<file path="src/hw/rtl/itoa_pkg.sv">
// Types, constants and helpers for the integer to ASCII converter.
package itoa_pkg;

  localparam int unsigned VALUE_BITS_DEF = 64;
  localparam int unsigned IN_BITS        = 64;

  localparam logic [7:0] CHAR_MINUS = 8'h2d;
  localparam logic [7:0] CHAR_ZERO  = 8'h30;
  localparam logic [7:0] CHAR_LOW_A = 8'h61;

  typedef struct packed {
    logic [IN_BITS-1:0] value;
    logic               is_signed;
    logic               hex_mode;
  } num_t;

  typedef struct packed {
    logic [7:0] char_code;
    logic       last_char;
  } chr_t;

  typedef struct packed {
    logic load;       // take a new request
    logic conv_step;  // one shift-add-3 step
    logic dig_shift;  // drop the top digit
    logic out_load;   // write the output register
    logic out_sign;   // output register gets '-'
    logic out_last;   // last marker for the written character
  } dp_cmd_t;

  typedef struct packed {
    logic hex_req;    // radix of the request at the input
    logic neg;        // stored number is negative
    logic top_zero;   // top digit of the buffer is zero
    logic out_busy;   // output register full and stalled
  } dp_sts_t;

  typedef enum logic [3:0] {
    ST_IDLE = 4'b0001,
    ST_CONV = 4'b0010,
    ST_SIGN = 4'b0100,
    ST_EMIT = 4'b1000
  } state_t;

  // Decimal digit count needed for a value of the given width.
  function automatic int unsigned dec_digits(input int unsigned bits);
    return (bits * 1233) / 4096 + 1;
  endfunction

  function automatic logic [7:0] digit_char(input logic [3:0] d);
    logic [7:0] c;
    if (d < 4'd10) begin
      c = CHAR_ZERO + {4'd0, d};
    end else begin
      c = CHAR_LOW_A + {4'd0, d} - 8'd10;
    end
    return c;
  endfunction

endpackage

</file>
<file path="src/hw/rtl/integer_to_ascii_digits.sv">
// Integer to ASCII text converter, decimal or lower-case hexadecimal.
// Takes one number per request and sends its text one character per output
// request, most significant digit first, with last_char on the final one;
// a negative signed number gets a leading '-'. One number is in work at a
// time. A decimal number passes an accept step, the bit-serial shift-add-3
// converter over every input bit, a sign step and one step per digit
// position of the BCD buffer (dec_digits(VALUE_BITS), 20 for 64 bits);
// hexadecimal skips the converter. Output stalls hold the sequence only
// while a character waits to enter a full output register, not while the
// converter runs or leading zeros are dropped. The last character sits in
// the output register while the next number is taken.
module integer_to_ascii_digits #(
  parameter int unsigned VALUE_BITS = itoa_pkg::VALUE_BITS_DEF
) (
  input  logic           clk,
  input  logic           rst,
  input  logic           num_valid,
  output logic           num_stall,
  input  itoa_pkg::num_t num,
  output logic           chr_valid,
  input  logic           chr_stall,
  output itoa_pkg::chr_t chr
);
  import itoa_pkg::*;

  dp_cmd_t cmd;
  dp_sts_t sts;

  itoa_ctrl #(
    .VALUE_BITS(VALUE_BITS)
  ) u_ctrl (
    .clk      (clk),
    .rst      (rst),
    .num_valid(num_valid),
    .num_stall(num_stall),
    .sts      (sts),
    .cmd      (cmd)
  );

  itoa_datapath #(
    .VALUE_BITS(VALUE_BITS)
  ) u_dp (
    .clk      (clk),
    .rst      (rst),
    .num      (num),
    .cmd      (cmd),
    .sts      (sts),
    .chr_valid(chr_valid),
    .chr_stall(chr_stall),
    .chr      (chr)
  );

endmodule

</file>
<file path="src/hw/rtl/itoa_datapath.sv">
// Datapath: magnitude, BCD digit buffer and output register.
module itoa_datapath #(
  parameter int unsigned VALUE_BITS = itoa_pkg::VALUE_BITS_DEF
) (
  input  logic            clk,
  input  logic            rst,
  input  itoa_pkg::num_t  num,
  input  itoa_pkg::dp_cmd_t cmd,
  output itoa_pkg::dp_sts_t sts,
  output logic            chr_valid,
  input  logic            chr_stall,
  output itoa_pkg::chr_t  chr
);
  import itoa_pkg::*;

  localparam int unsigned NDIG  = dec_digits(VALUE_BITS);
  localparam int unsigned DBITS = NDIG * 4;

  logic [VALUE_BITS-1:0] mag;
  logic [DBITS-1:0]      dig;
  logic [DBITS-1:0]      adj;
  logic                  neg;
  logic [VALUE_BITS-1:0] vin;
  logic [VALUE_BITS-1:0] mag_in;
  logic                  neg_in;
  logic [3:0]            top;
  logic                  chr_valid_next;

  assign vin    = num.value[VALUE_BITS-1:0];
  assign neg_in = num.is_signed & vin[VALUE_BITS-1];
  assign mag_in = neg_in ? (~vin + 1'b1) : vin;
  assign top    = dig[DBITS-1 -: 4];

  // Add 3 to every BCD digit of 5 or more before the shift.
  always_comb begin
    for (int i = 0; i < NDIG; i++) begin
      if (dig[4*i +: 4] >= 4'd5) begin
        adj[4*i +: 4] = dig[4*i +: 4] + 4'd3;
      end else begin
        adj[4*i +: 4] = dig[4*i +: 4];
      end
    end
  end

  always_ff @(posedge clk) begin
    if (cmd.load) begin
      mag <= mag_in;
      neg <= neg_in;
      dig <= num.hex_mode ? DBITS'(mag_in) : '0;
    end else if (cmd.conv_step) begin
      mag <= mag << 1;
      dig <= {adj[DBITS-2:0], mag[VALUE_BITS-1]};
    end else if (cmd.dig_shift) begin
      dig <= dig << 4;
    end
  end

  always_comb begin
    if (cmd.out_load) begin
      chr_valid_next = 1'b1;
    end else if (!chr_stall) begin
      chr_valid_next = 1'b0;
    end else begin
      chr_valid_next = chr_valid;
    end
  end

  always_ff @(posedge clk) begin
    if (rst) begin
      chr_valid <= 1'b0;
    end else begin
      chr_valid <= chr_valid_next;
    end
  end

  always_ff @(posedge clk) begin
    if (cmd.out_load) begin
      chr.char_code <= cmd.out_sign ? CHAR_MINUS : digit_char(top);
      chr.last_char <= cmd.out_last;
    end
  end

  assign sts.hex_req  = num.hex_mode;
  assign sts.neg      = neg;
  assign sts.top_zero = (top == 4'd0);
  assign sts.out_busy = chr_valid & chr_stall;

endmodule

</file>
<file path="src/hw/rtl/itoa_ctrl.sv">
// Controller: sequences conversion, sign and digit output.
module itoa_ctrl #(
  parameter int unsigned VALUE_BITS = itoa_pkg::VALUE_BITS_DEF
) (
  input  logic              clk,
  input  logic              rst,
  input  logic              num_valid,
  output logic              num_stall,
  input  itoa_pkg::dp_sts_t sts,
  output itoa_pkg::dp_cmd_t cmd
);
  import itoa_pkg::*;

  localparam int unsigned NDIG = dec_digits(VALUE_BITS);
  localparam int unsigned BCW  = $clog2(VALUE_BITS);
  localparam int unsigned DCW  = $clog2(NDIG + 1);

  state_t         state, state_next;
  logic [BCW-1:0] bit_cnt, bit_cnt_next;
  logic [DCW-1:0] dig_cnt, dig_cnt_next;
  logic           started, started_next;
  logic           accept;
  logic           last;
  logic           skip;

  assign num_stall = (state != ST_IDLE);
  assign accept    = num_valid & ~num_stall;
  assign last      = (dig_cnt == DCW'(1));
  assign skip      = ~started & sts.top_zero & ~last;

  always_comb begin
    state_next   = state;
    bit_cnt_next = bit_cnt;
    dig_cnt_next = dig_cnt;
    started_next = started;
    cmd          = '0;
    unique case (state)
      ST_IDLE: begin
        if (accept) begin
          cmd.load     = 1'b1;
          bit_cnt_next = BCW'(VALUE_BITS - 1);
          dig_cnt_next = DCW'(NDIG);
          started_next = 1'b0;
          state_next   = sts.hex_req ? ST_SIGN : ST_CONV;
        end
      end
      ST_CONV: begin
        cmd.conv_step = 1'b1;
        bit_cnt_next  = bit_cnt - 1'b1;
        if (bit_cnt == '0) begin
          state_next = ST_SIGN;
        end
      end
      ST_SIGN: begin
        if (!sts.neg) begin
          state_next = ST_EMIT;
        end else if (!sts.out_busy) begin
          cmd.out_load = 1'b1;
          cmd.out_sign = 1'b1;
          state_next   = ST_EMIT;
        end
      end
      ST_EMIT: begin
        if (skip) begin
          cmd.dig_shift = 1'b1;
          dig_cnt_next  = dig_cnt - 1'b1;
        end else if (!sts.out_busy) begin
          cmd.dig_shift = 1'b1;
          cmd.out_load  = 1'b1;
          cmd.out_last  = last;
          dig_cnt_next  = dig_cnt - 1'b1;
          started_next  = 1'b1;
          if (last) begin
            state_next = ST_IDLE;
          end
        end
      end
      default: begin
        state_next = ST_IDLE;
      end
    endcase
  end

  always_ff @(posedge clk) begin
    if (rst) begin
      state   <= ST_IDLE;
      started <= 1'b0;
    end else begin
      state   <= state_next;
      started <= started_next;
    end
  end

  always_ff @(posedge clk) begin
    bit_cnt <= bit_cnt_next;
    dig_cnt <= dig_cnt_next;
  end

endmodule

</file>
<file path="config.mk">
export PLATFORM = sky130hd
export DESIGN_NAME = integer_to_ascii_digits
export DESIGN_NICKNAME = d
export VERILOG_FILES = /design/src/hw/rtl/itoa_pkg.sv /design/src/hw/rtl/integer_to_ascii_digits.sv /design/src/hw/rtl/itoa_datapath.sv /design/src/hw/rtl/itoa_ctrl.sv
export SDC_FILE = /design/constraint.sdc
export NUM_CORES = 1
export LEC_CHECK = 0
export ABC_AREA = 1
export BUFFER_PORTS_ARGS = -buffer_cell sky130_fd_sc_hd__clkbuf_2
export CELL_PAD_IN_SITES_DETAIL_PLACEMENT = 1
export CELL_PAD_IN_SITES_GLOBAL_PLACEMENT = 2
export CORE_UTILIZATION = 39
export CTS_CLUSTER_DIAMETER = 120
export CTS_CLUSTER_SIZE = 16
export DETAILED_ROUTE_END_ITERATION = 8
export GPL_TIMING_DRIVEN = 0
export PLACE_DENSITY_LB_ADDON = 0.2
export SLEW_MARGIN = 20
export SYNTH_ARGS = -nofsm -noshare
export SYNTH_HDL_FRONTEND = slang
export SYNTH_SLANG_ARGS = --single-unit
</file>
<file path="constraint.sdc">
create_clock -name clk -period 5.4 [get_ports clk]
set_input_delay 1.08 -clock clk [delete_from_list [all_inputs] [get_ports clk]]
set_output_delay 1.08 -clock clk [all_outputs]
set_load 0.01 [all_outputs]
</file>
==> out/results.tsv, run 1 <==
stage	metric	value	unit
layout	syn_to_final_growth	13.0	%
place	post_dp_cell_area	12800	µm²
clock_tree	clock_path_buffers	2	
power_and_ir_drop	swShare	0.434	
yosys	synth_compound_area_frac	0.145	
yosys	synth_enable_flop_cells	164	
die	initial_core_util	0.398	
die	coreArea	29700	µm²
clock_tree	clockRootBuffer	clkbuf_16	
worst_setup_path	cp-end-kind	flip-flop	
die	die_y	176	µm
sta	timing.final.crit_share	0.535	
place	io_buffers	78	
clock_tree	postCtsSetupBuffers	0	
clock_tree	cts_made_buffers	17	
detailed_routing	route.detailed.drc	0	
worst_setup_path	path_cells	clkbuf_2, inv_1, nor2_4, inv_2, nand2_4, inv_2, buf_2, nand2_4, buf_16	
power_and_ir_drop	pwr-share-seq	0.383	
sta	whs	0.526	ns
worst_setup_path	cp_data_required_time	5.52	ns
worst_hold_path	hold_path_depth	2	
yosys	syn_area	11800	µm²
detailed_routing	vias	11300	
sta	hold_violations	0	
global_routing	grt_overflow	0	
layout	n_antenna_cell	0	
sta	fin_tns_setup	0	ns
detailed_routing	antenna_left	0	
worst_setup_path	reg2reg_depth	9	
detailed_routing	wl_per_cell	19.4	µm
layout	drive_above_1_share	0.108	
global_routing	track_usage	0.269	
detailed_routing	dr_wl_met2	19200	µm
power_and_ir_drop	combPwrFrac	0.445	
global_routing	grt_pass1_wl	63200	µm
worst_setup_path	crit_type	primary input to flip-flop	
die	chipWidth	176	µm
die	ios	81	
power_and_ir_drop	leakage	0.00582	µW
sta	period_needed	2.89	ns
global_routing	grt_max_degree	46	
yosys	synth_area_per_cell	7.54	µm²
clock_tree	htreeDepth	4	
detailed_routing	wl_met1	18800	µm
yosys	async_reset_ff_frac	0	
yosys	ys_top_cells_by_area	edfxtp_1 (42%), nand2_1 (13%), inv_1 (6.0%), nor2_1 (5.5%), nand3_1 (5.4%)	
worst_setup_path	cp-start-kind	primary input	
sta	setup_viol	0	
clock_tree	hold_buffers	0	
yosys	synth_nets	1685	
detailed_routing	via_per_inst	5.44	
power_and_ir_drop	p_clk_frac	0.171	
yosys	synth_top_family_by_area	simple AND/OR/NAND/NOR gates	
global_routing	antenna_found_initial	0	
flow_run	drv_cap	0	
die	num_rows	63	
clock_tree	clk_pin_slew	0.06	ns
yosys	synth_top_area_frac	0.416	
worst_hold_path	hold_path.class	flip-flop to flip-flop	
worst_setup_path	rr_endpoint	u_dp.dig[13]$_DFFE_PP_	
yosys	yosys.area.top_type	edfxtp_1	
yosys	synthAdderAreaFrac	0.0476	
clock_tree	cts_tree	yes	
die	die_area	31100	µm²
detailed_routing	drtIter0Drc	697	
sta	maxSlewViolCount	0	
place	dpl.hpwl	31900	µm
sta	worstMarginPinSlew	0.916	ns
yosys	synth_seq_cells	170	
worst_setup_path	r2r-start	u_ctrl.state[2]$_SDFFE_PP0P_	
worst_setup_path	path_buf_inv	6	
worst_setup_path	reg2reg_slack	2.70	ns
worst_hold_path	worstHoldEndpoint	u_dp.mag[36]$_DFFE_PP_	
sta	maxSlewHeadroom	0.389	
detailed_routing	top_layer	met4	
yosys	synth.area.mux_share	0	
yosys	synthCells	1570	
worst_setup_path	path_delay_family	buffers and inverters	
detailed_routing	drt_first_pass_iters	7	
worst_setup_path	cp_slowest_cell	nand2_4	
global_routing	grt_pass1_vias	11400	
layout	finish.utilization	0.450	
power_and_ir_drop	max-vdd-ir-drop	0.253	mV
power_and_ir_drop	pwr_density_cell	558	nW/µm²
worst_setup_path	crit_arrival	3.01	ns
yosys	synthSimpleGateAreaFrac	0.288	
yosys	synth_cell_types	47	
detailed_routing	wl	40300	µm
sta	fin_skew	0.00863	ns
layout	final_cell_area	13400	µm²
power_and_ir_drop	p_switching	3240	µW
worst_setup_path	cp_max_fo	45	
worst_hold_path	min_from	u_dp.mag[35]$_DFFE_PP_	
clock_tree	insertion_delay	0.44	ns
yosys	synth_xor_xnor_area_share	0.00962	
yosys	synth_seq_area_share	0.426	
layout	nets	1784	
sta	rsz0062_at_grt	no	
power_and_ir_drop	p_int	4220	µW
worst_setup_path	max_stage_delay	0.43	ns
yosys	synthFlopType	edfxtp_1	
detailed_routing	wl_met3	1360	µm
sta	fmax	346	MHz
power_and_ir_drop	power.total	7460	µW
run_status	status	complete, no violations	
yosys	ys_warn_count	0	
clock_tree	clock_sinks	170	
place	globalplace.congestion	0.939	
clock_tree	ctsResizeCount	0	
-- flip-flops by register name (all words and copies together) (netlist names) --
name	cells
u_ctrl.started	1
u_dp.chr	8
u_ctrl.bit_cnt	6
u_ctrl.dig_cnt	5
u_ctrl.state	4
u_dp.dig	80
u_dp.mag	64
u_dp.neg	1
u_dp.chr_valid	1
-- layer usage --
layer  up-vias  track usage
met4         0       0.0826
li1       5500            -
met2       243        0.454
met1      5487        0.362
met5         -            0
met3        52       0.0254
-- cell usage in the layout (no fill, tap or decap), types with 6 or more instances in the layout --
master,count
dfxtp_1,6
inv_2,7
nand2_2,7
a211oi_1,7
o21bai_1,12
nand3_1,127
a22oi_1,7
a32oi_1,7
clkbuf_2,78
inv_1,188
nor2_4,8
clkbuf_16,17
o21ai_0,126
clkbuf_1,9
edfxtp_1,164
a21oi_1,66
o221ai_1,6
buf_2,28
o211ai_1,20
ha_1,45
xor2_1,10
nor2_1,174
nand2_1,412
nand4_1,41
o21ai_1,37
-- area by class of cell --
cell class                      instances  area [µm²]
Tap cell                              390         488
Timing Repair Buffer                   80         438
Fill cell                            3777       16300
Buffer                                 47         245
Sequential cell                       170        5040
Clock inverter                         13         166
Clock buffer                           19         433
Multi-Input combinational cell       1158        5830
Inverter                              195         732
-- synth_stat cells, types with 2 or more instances --
cell type and count:
a211oi_1 7, a21oi_1 66, a22o_1 2, a22oi_1 7
a32oi_1 7, buf_1 5, buf_2 29, buf_4 4
buf_6 2, clkbuf_1 7, conb_1 2, dfxtp_1 6
edfxtp_1 164, ha_1 45, inv_1 188, inv_2 7
nand2_1 413, nand2_2 7, nand3_1 127, nand3_2 3
nand3b_1 3, nand4_1 41, nor2_1 174, nor2_2 4
nor2_4 8, nor3_1 4, o211ai_1 20, o21ai_0 126
o21ai_1 37, o21ai_2 3, o21bai_1 12, o221ai_1 6
o22ai_1 4, or2_1 4, or2_2 3, xnor2_1 3
xor2_1 10
-- cell families after synthesis --
kind of cell | Yosys count
flops | 170
simple gates | 795
fa+ha+maj | 45
xor+xnor | 13
compound gates | 303
buf+inv | 242
other cells | 2
-- worst reg2reg max path: stages, from the launching register on --
cell and delay [ns]:
dfxtp_1 0.34, nor2_4 0.15, nand3b_4 0.13, nor2_4 0.29
inv_2 0.23, nand2_4 0.14, inv_2 0.05, buf_2 0.25
nand2_4 0.44, buf_16 0.31
-- how the worst max path moves through the flow --
stage	from	to	slack, ns	cells past startpoint
2_1_floorplan	num_valid	u_dp.dig[0]$_DFFE_PP_	1.62	7
3_3_place_gp	num_valid	u_dp.dig[8]$_DFFE_PP_	0.05	8
3_5_place_dp	num_valid	u_dp.dig[2]$_DFFE_PP_	2.03	9
4_1_cts	num_valid	u_dp.dig[13]$_DFFE_PP_	2.47	9
5_1_grt	num_valid	u_dp.dig[6]$_DFFE_PP_	2.37	9
6_report	num_valid	u_dp.dig[13]$_DFFE_PP_	2.51	9
-- metrics by stage --
stage,cells,setup slack (ns)
global route,2072,2.37
floorplan,1570,1.62
detailed placement,2040,2.03
finish,2072,2.51
global placement,2038,0.0550
CTS,2072,2.47
-- power groups by stage --
stage / sequential (µW) / combinational, µW / clock (µW)
global placement: 2910 / 3110 / 0
floorplan: 2780 / 2260 / 0
global route: 2940 / 3760 / 1340
detailed placement: 2870 / 3300 / 0
CTS: 2860 / 3330 / 1290
finish: 2860 / 3320 / 1280
No activity file was read; power rests on OpenSTA's default activity.
==> run 2, diff against run 1 <==
--- a/config.mk
+++ b/config.mk
@@ -5,7 +5,7 @@
 export SDC_FILE = /design/constraint.sdc
 export NUM_CORES = 1
 export LEC_CHECK = 0
-export ABC_AREA = 1
+export ABC_AREA = 0
 export BUFFER_PORTS_ARGS = -buffer_cell sky130_fd_sc_hd__clkbuf_2
 export CELL_PAD_IN_SITES_DETAIL_PLACEMENT = 1
 export CELL_PAD_IN_SITES_GLOBAL_PLACEMENT = 2
==> constraint.sdc (replaced) <==
create_clock -name clk -period 2.9 [get_ports clk]
set_input_delay 0.58 -clock clk [delete_from_list [all_inputs] [get_ports clk]]
set_output_delay 0.58 -clock clk [all_outputs]
set_load 0.01 [all_outputs]
==> out/results.tsv, run 2 <==
stage	metric	value	unit	change
worst_setup_path	cp_max_fo	8		was 45
clock_tree	htreeDepth	4		unchanged
power_and_ir_drop	pwr_density_cell	1030	nW/µm²	was 558 nW/µm²
worst_setup_path	crit_arrival	2.95	ns	was 3.01 ns
clock_tree	insertion_delay	0.45	ns	was 0.44 ns
global_routing	track_usage	0.265		was 0.269
yosys	yosys-top-cells-count	edfxtp_1 (164), o21ai_0 (161), nand2_1 (153)		was nand2_1 (413), inv_1 (188), nor2_1 (174)
yosys	syn_area	11100	µm²	was 11800 µm²
die	die_area	29200	µm²	was 31100 µm²
clock_tree	hold_buffers	0		unchanged
layout	final_cells	1701		was 2072
clock_tree	cts_made_buffers	17		unchanged
layout	mostFrequentLayoutCells	edfxtp_1 (164), o21ai_0 (160), nand2_1 (152)		was nand2_1 (412), inv_1 (188), nor2_1 (174)
die	die_y	171	µm	was 176 µm
yosys	ys_top_cells_by_area	edfxtp_1 (44%), o21ai_0 (7.3%), nand2_1 (5.2%), ha_1 (5.1%), xnor2_1 (4.7%)		was edfxtp_1 (42%), nand2_1 (13%), inv_1 (6.0%), nor2_1 (5.5%), nand3_1 (5.4%)
die	coreArea	27900	µm²	was 29700 µm²
sta	maxSlewViolCount	0		unchanged
worst_setup_path	crit_type	primary input to flip-flop		unchanged
yosys	synth_area_per_cell	9.26	µm²	was 7.54 µm²
die	ios	81		unchanged
clock_tree	clockRootBuffer	clkbuf_16		unchanged
layout	n_antenna_cell	0		unchanged
clock_tree	cts_tree	yes		unchanged
place	dp.cells	1656		was 2040
flow_run	drv_cap	0		unchanged
yosys	synth_seq_area_share	0.454		was 0.426
detailed_routing	wl	37700	µm	was 40300 µm
global_routing	grt_max_degree	41		was 46
yosys	ys_warn_count	0		unchanged
detailed_routing	route.detailed.drc	0		unchanged
die	chipWidth	171	µm	was 176 µm
global_routing	grt_overflow	0		unchanged
die	initial_core_util	0.398		about the same
sta	period_needed	2.80	ns	
yosys	yosys.area.top_type	edfxtp_1		unchanged
power_and_ir_drop	leakage	0.00466	µW	was 0.00582 µW
sta	whs	0.406	ns	was 0.526 ns
sta	setup_viol	0		unchanged
power_and_ir_drop	power.total	13300	µW	was 7460 µW
global_routing	grt_pass1_wl	58000	µm	was 63200 µm
global_routing	antenna_found_initial	0		unchanged
detailed_routing	drtIter0Drc	650		was 697
sta	rsz0062_at_grt	no		unchanged
detailed_routing	drt_first_pass_iters	5		was 7
place	dpl.hpwl	27000	µm	was 31900 µm
yosys	synth_top_area_frac	0.443		was 0.416
sta	worstMarginPinSlew	1.04	ns	was 0.916 ns
worst_setup_path	cp-start-kind	primary input		unchanged
yosys	synth_seq_cells	170		unchanged
worst_setup_path	cp-end-kind	flip-flop		unchanged
layout	drive_above_1_share	0.126		was 0.108
clock_tree	clock_path_buffers	2		unchanged
yosys	synthCells	1199		was 1570
layout	syn_to_final_growth	16.3	%	was 13.0%
yosys	synth_enable_flop_cells	164		unchanged
die	num_rows	61		was 63
clock_tree	clk_pin_slew	0.08	ns	was 0.06 ns
worst_hold_path	hold_path.class	primary input to flip-flop		was flip-flop to flip-flop
sta	maxSlewHeadroom	0.304		was 0.389
sta	timing.final.crit_share	0.967		
run_status	status	complete, no violations		unchanged
worst_setup_path	cp_data_required_time	3.05	ns	was 5.52 ns
detailed_routing	via_per_inst	5.79		was 5.44
clock_tree	clock_sinks	170		unchanged
layout	layout_commonest_cell	edfxtp_1		was nand2_1
sta	hold_violations	0		unchanged
layout	finish.utilization	0.462		was 0.450
layout	nets	1425		was 1784
yosys	synthFlopType	edfxtp_1		unchanged
yosys	synth_cell_types	64		was 47
layout	reg_top3	u_dp.dig: 80 flops, u_dp.mag: 64 flops, u_dp.chr: 8 flops		unchanged
layout	fillers	3323		was 3777
yosys	async_reset_ff_frac	0		unchanged
detailed_routing	vias	9844		was 11300
sta	fmax	357	MHz	
place	io_buffers	76		was 78
layout	largest_reg_flops	80		unchanged
global_routing	grt_pass1_vias	10000		was 11400
sta	fin_tns_setup	0	ns	unchanged
sta	fin_skew	0.0133	ns	was 0.00863 ns
power_and_ir_drop	max-vdd-ir-drop	0.437	mV	was 0.253 mV
yosys	synth_most_common_cell	edfxtp_1		was nand2_1
detailed_routing	antenna_left	0		unchanged
place	globalplace.congestion	0.847		was 0.939
layout	largest-register	u_dp.dig		unchanged
yosys	synth_nets	1314		was 1685
detailed_routing	wl_per_cell	22.2	µm	was 19.4 µm
==> run 2: area by class of cell <==
cell class | count | area, µm² | area share
Clock inverter | 15 | 196 | 0.0152
Clock buffer | 17 | 425 | 0.0329
Inverter | 55 | 210 | 0.0163
Timing Repair Buffer | 92 | 529 | 0.0410
Multi-Input combinational cell | 915 | 5790 | 0.448
Sequential cell | 170 | 5040 | 0.391
Tap cell | 378 | 473 | 0.0366
Buffer | 59 | 249 | 0.0193
==> run 2: per-layer routing <==
layer | vias up | global-route usage | share of wire
li1 | 4637 | - | -
met1 | 4944 | 0.344 | 0.45
met2 | 207 | 0.452 | 0.48
met3 | 56 | 0.0444 | 0.042
met4 | 0 | 0.0772 | 0.023
met5 | - | 0 | 0
==> run 2: critical path: stages <==
cell,delay [ns]
clkbuf_2,0.12
or3_1,0.39
or4_1,0.42
buf_4,0.20
or3_1,0.39
buf_6,0.16
o41ai_2,0.23
xor2_1,0.27
o221ai_1,0.17
==> run 2: repair_timing <==
action                                  CTS  global route
setup buffers                             8             5
endpoints found under the hold margin     0             0
pin swaps                                 4             3
gates resized for setup                  21            11
cloned                                    1             0
endpoints found under the setup margin  198            94
==> run 2: stage by stage <==
stage | setup slack [ns] | cell area, µm²
after floorplan | 0.0261 | 11100
after global placement | -1.48 | 12000
after detailed placement | -0.944 | 12000
after CTS | 0.00165 | 12800
after global routing | 0.00507 | 12900
final | 0.0955 | 12900
==> run 2: final timing paths <==
check                                from                            to  slack [ns]  depth (start not counted)
min reg2reg   u_ctrl.started$_SDFFE_PP0P_   u_ctrl.started$_SDFFE_PP0P_        0.51                          2
max                                num[5]        u_dp.dig[43]$_DFFE_PP_         0.1                          9
max reg2reg  u_ctrl.state[3]$_SDFFE_PP0P_        u_dp.dig[43]$_DFFE_PP_        0.17                          7
min                                   rst  u_ctrl.state[2]$_SDFFE_PP0P_        0.41                          2
==> run 2: logic make-up (layout without fill, tap and decap cells) <==
group                    after synthesis  count (layout)  share of synthesized area
AO/OA/AOI/OAI                        369             369                      0.196
XOR/XNOR                              93              93                     0.0733
flip-flops                           170             170                      0.454
multiplexers                           4               4                    0.00361
adder cells (fa/ha/maj)               45              45                     0.0507
buffers and inverters                115             238                     0.0401
AND/OR/NAND/NOR                      401             402                      0.181
other                                  2               2                   0.000676
==> run 2: where the power goes <==
part | internal [µW] | switching [µW]
logic | 1950 | 3470
clock network | 1260 | 1220
registers | 4430 | 937
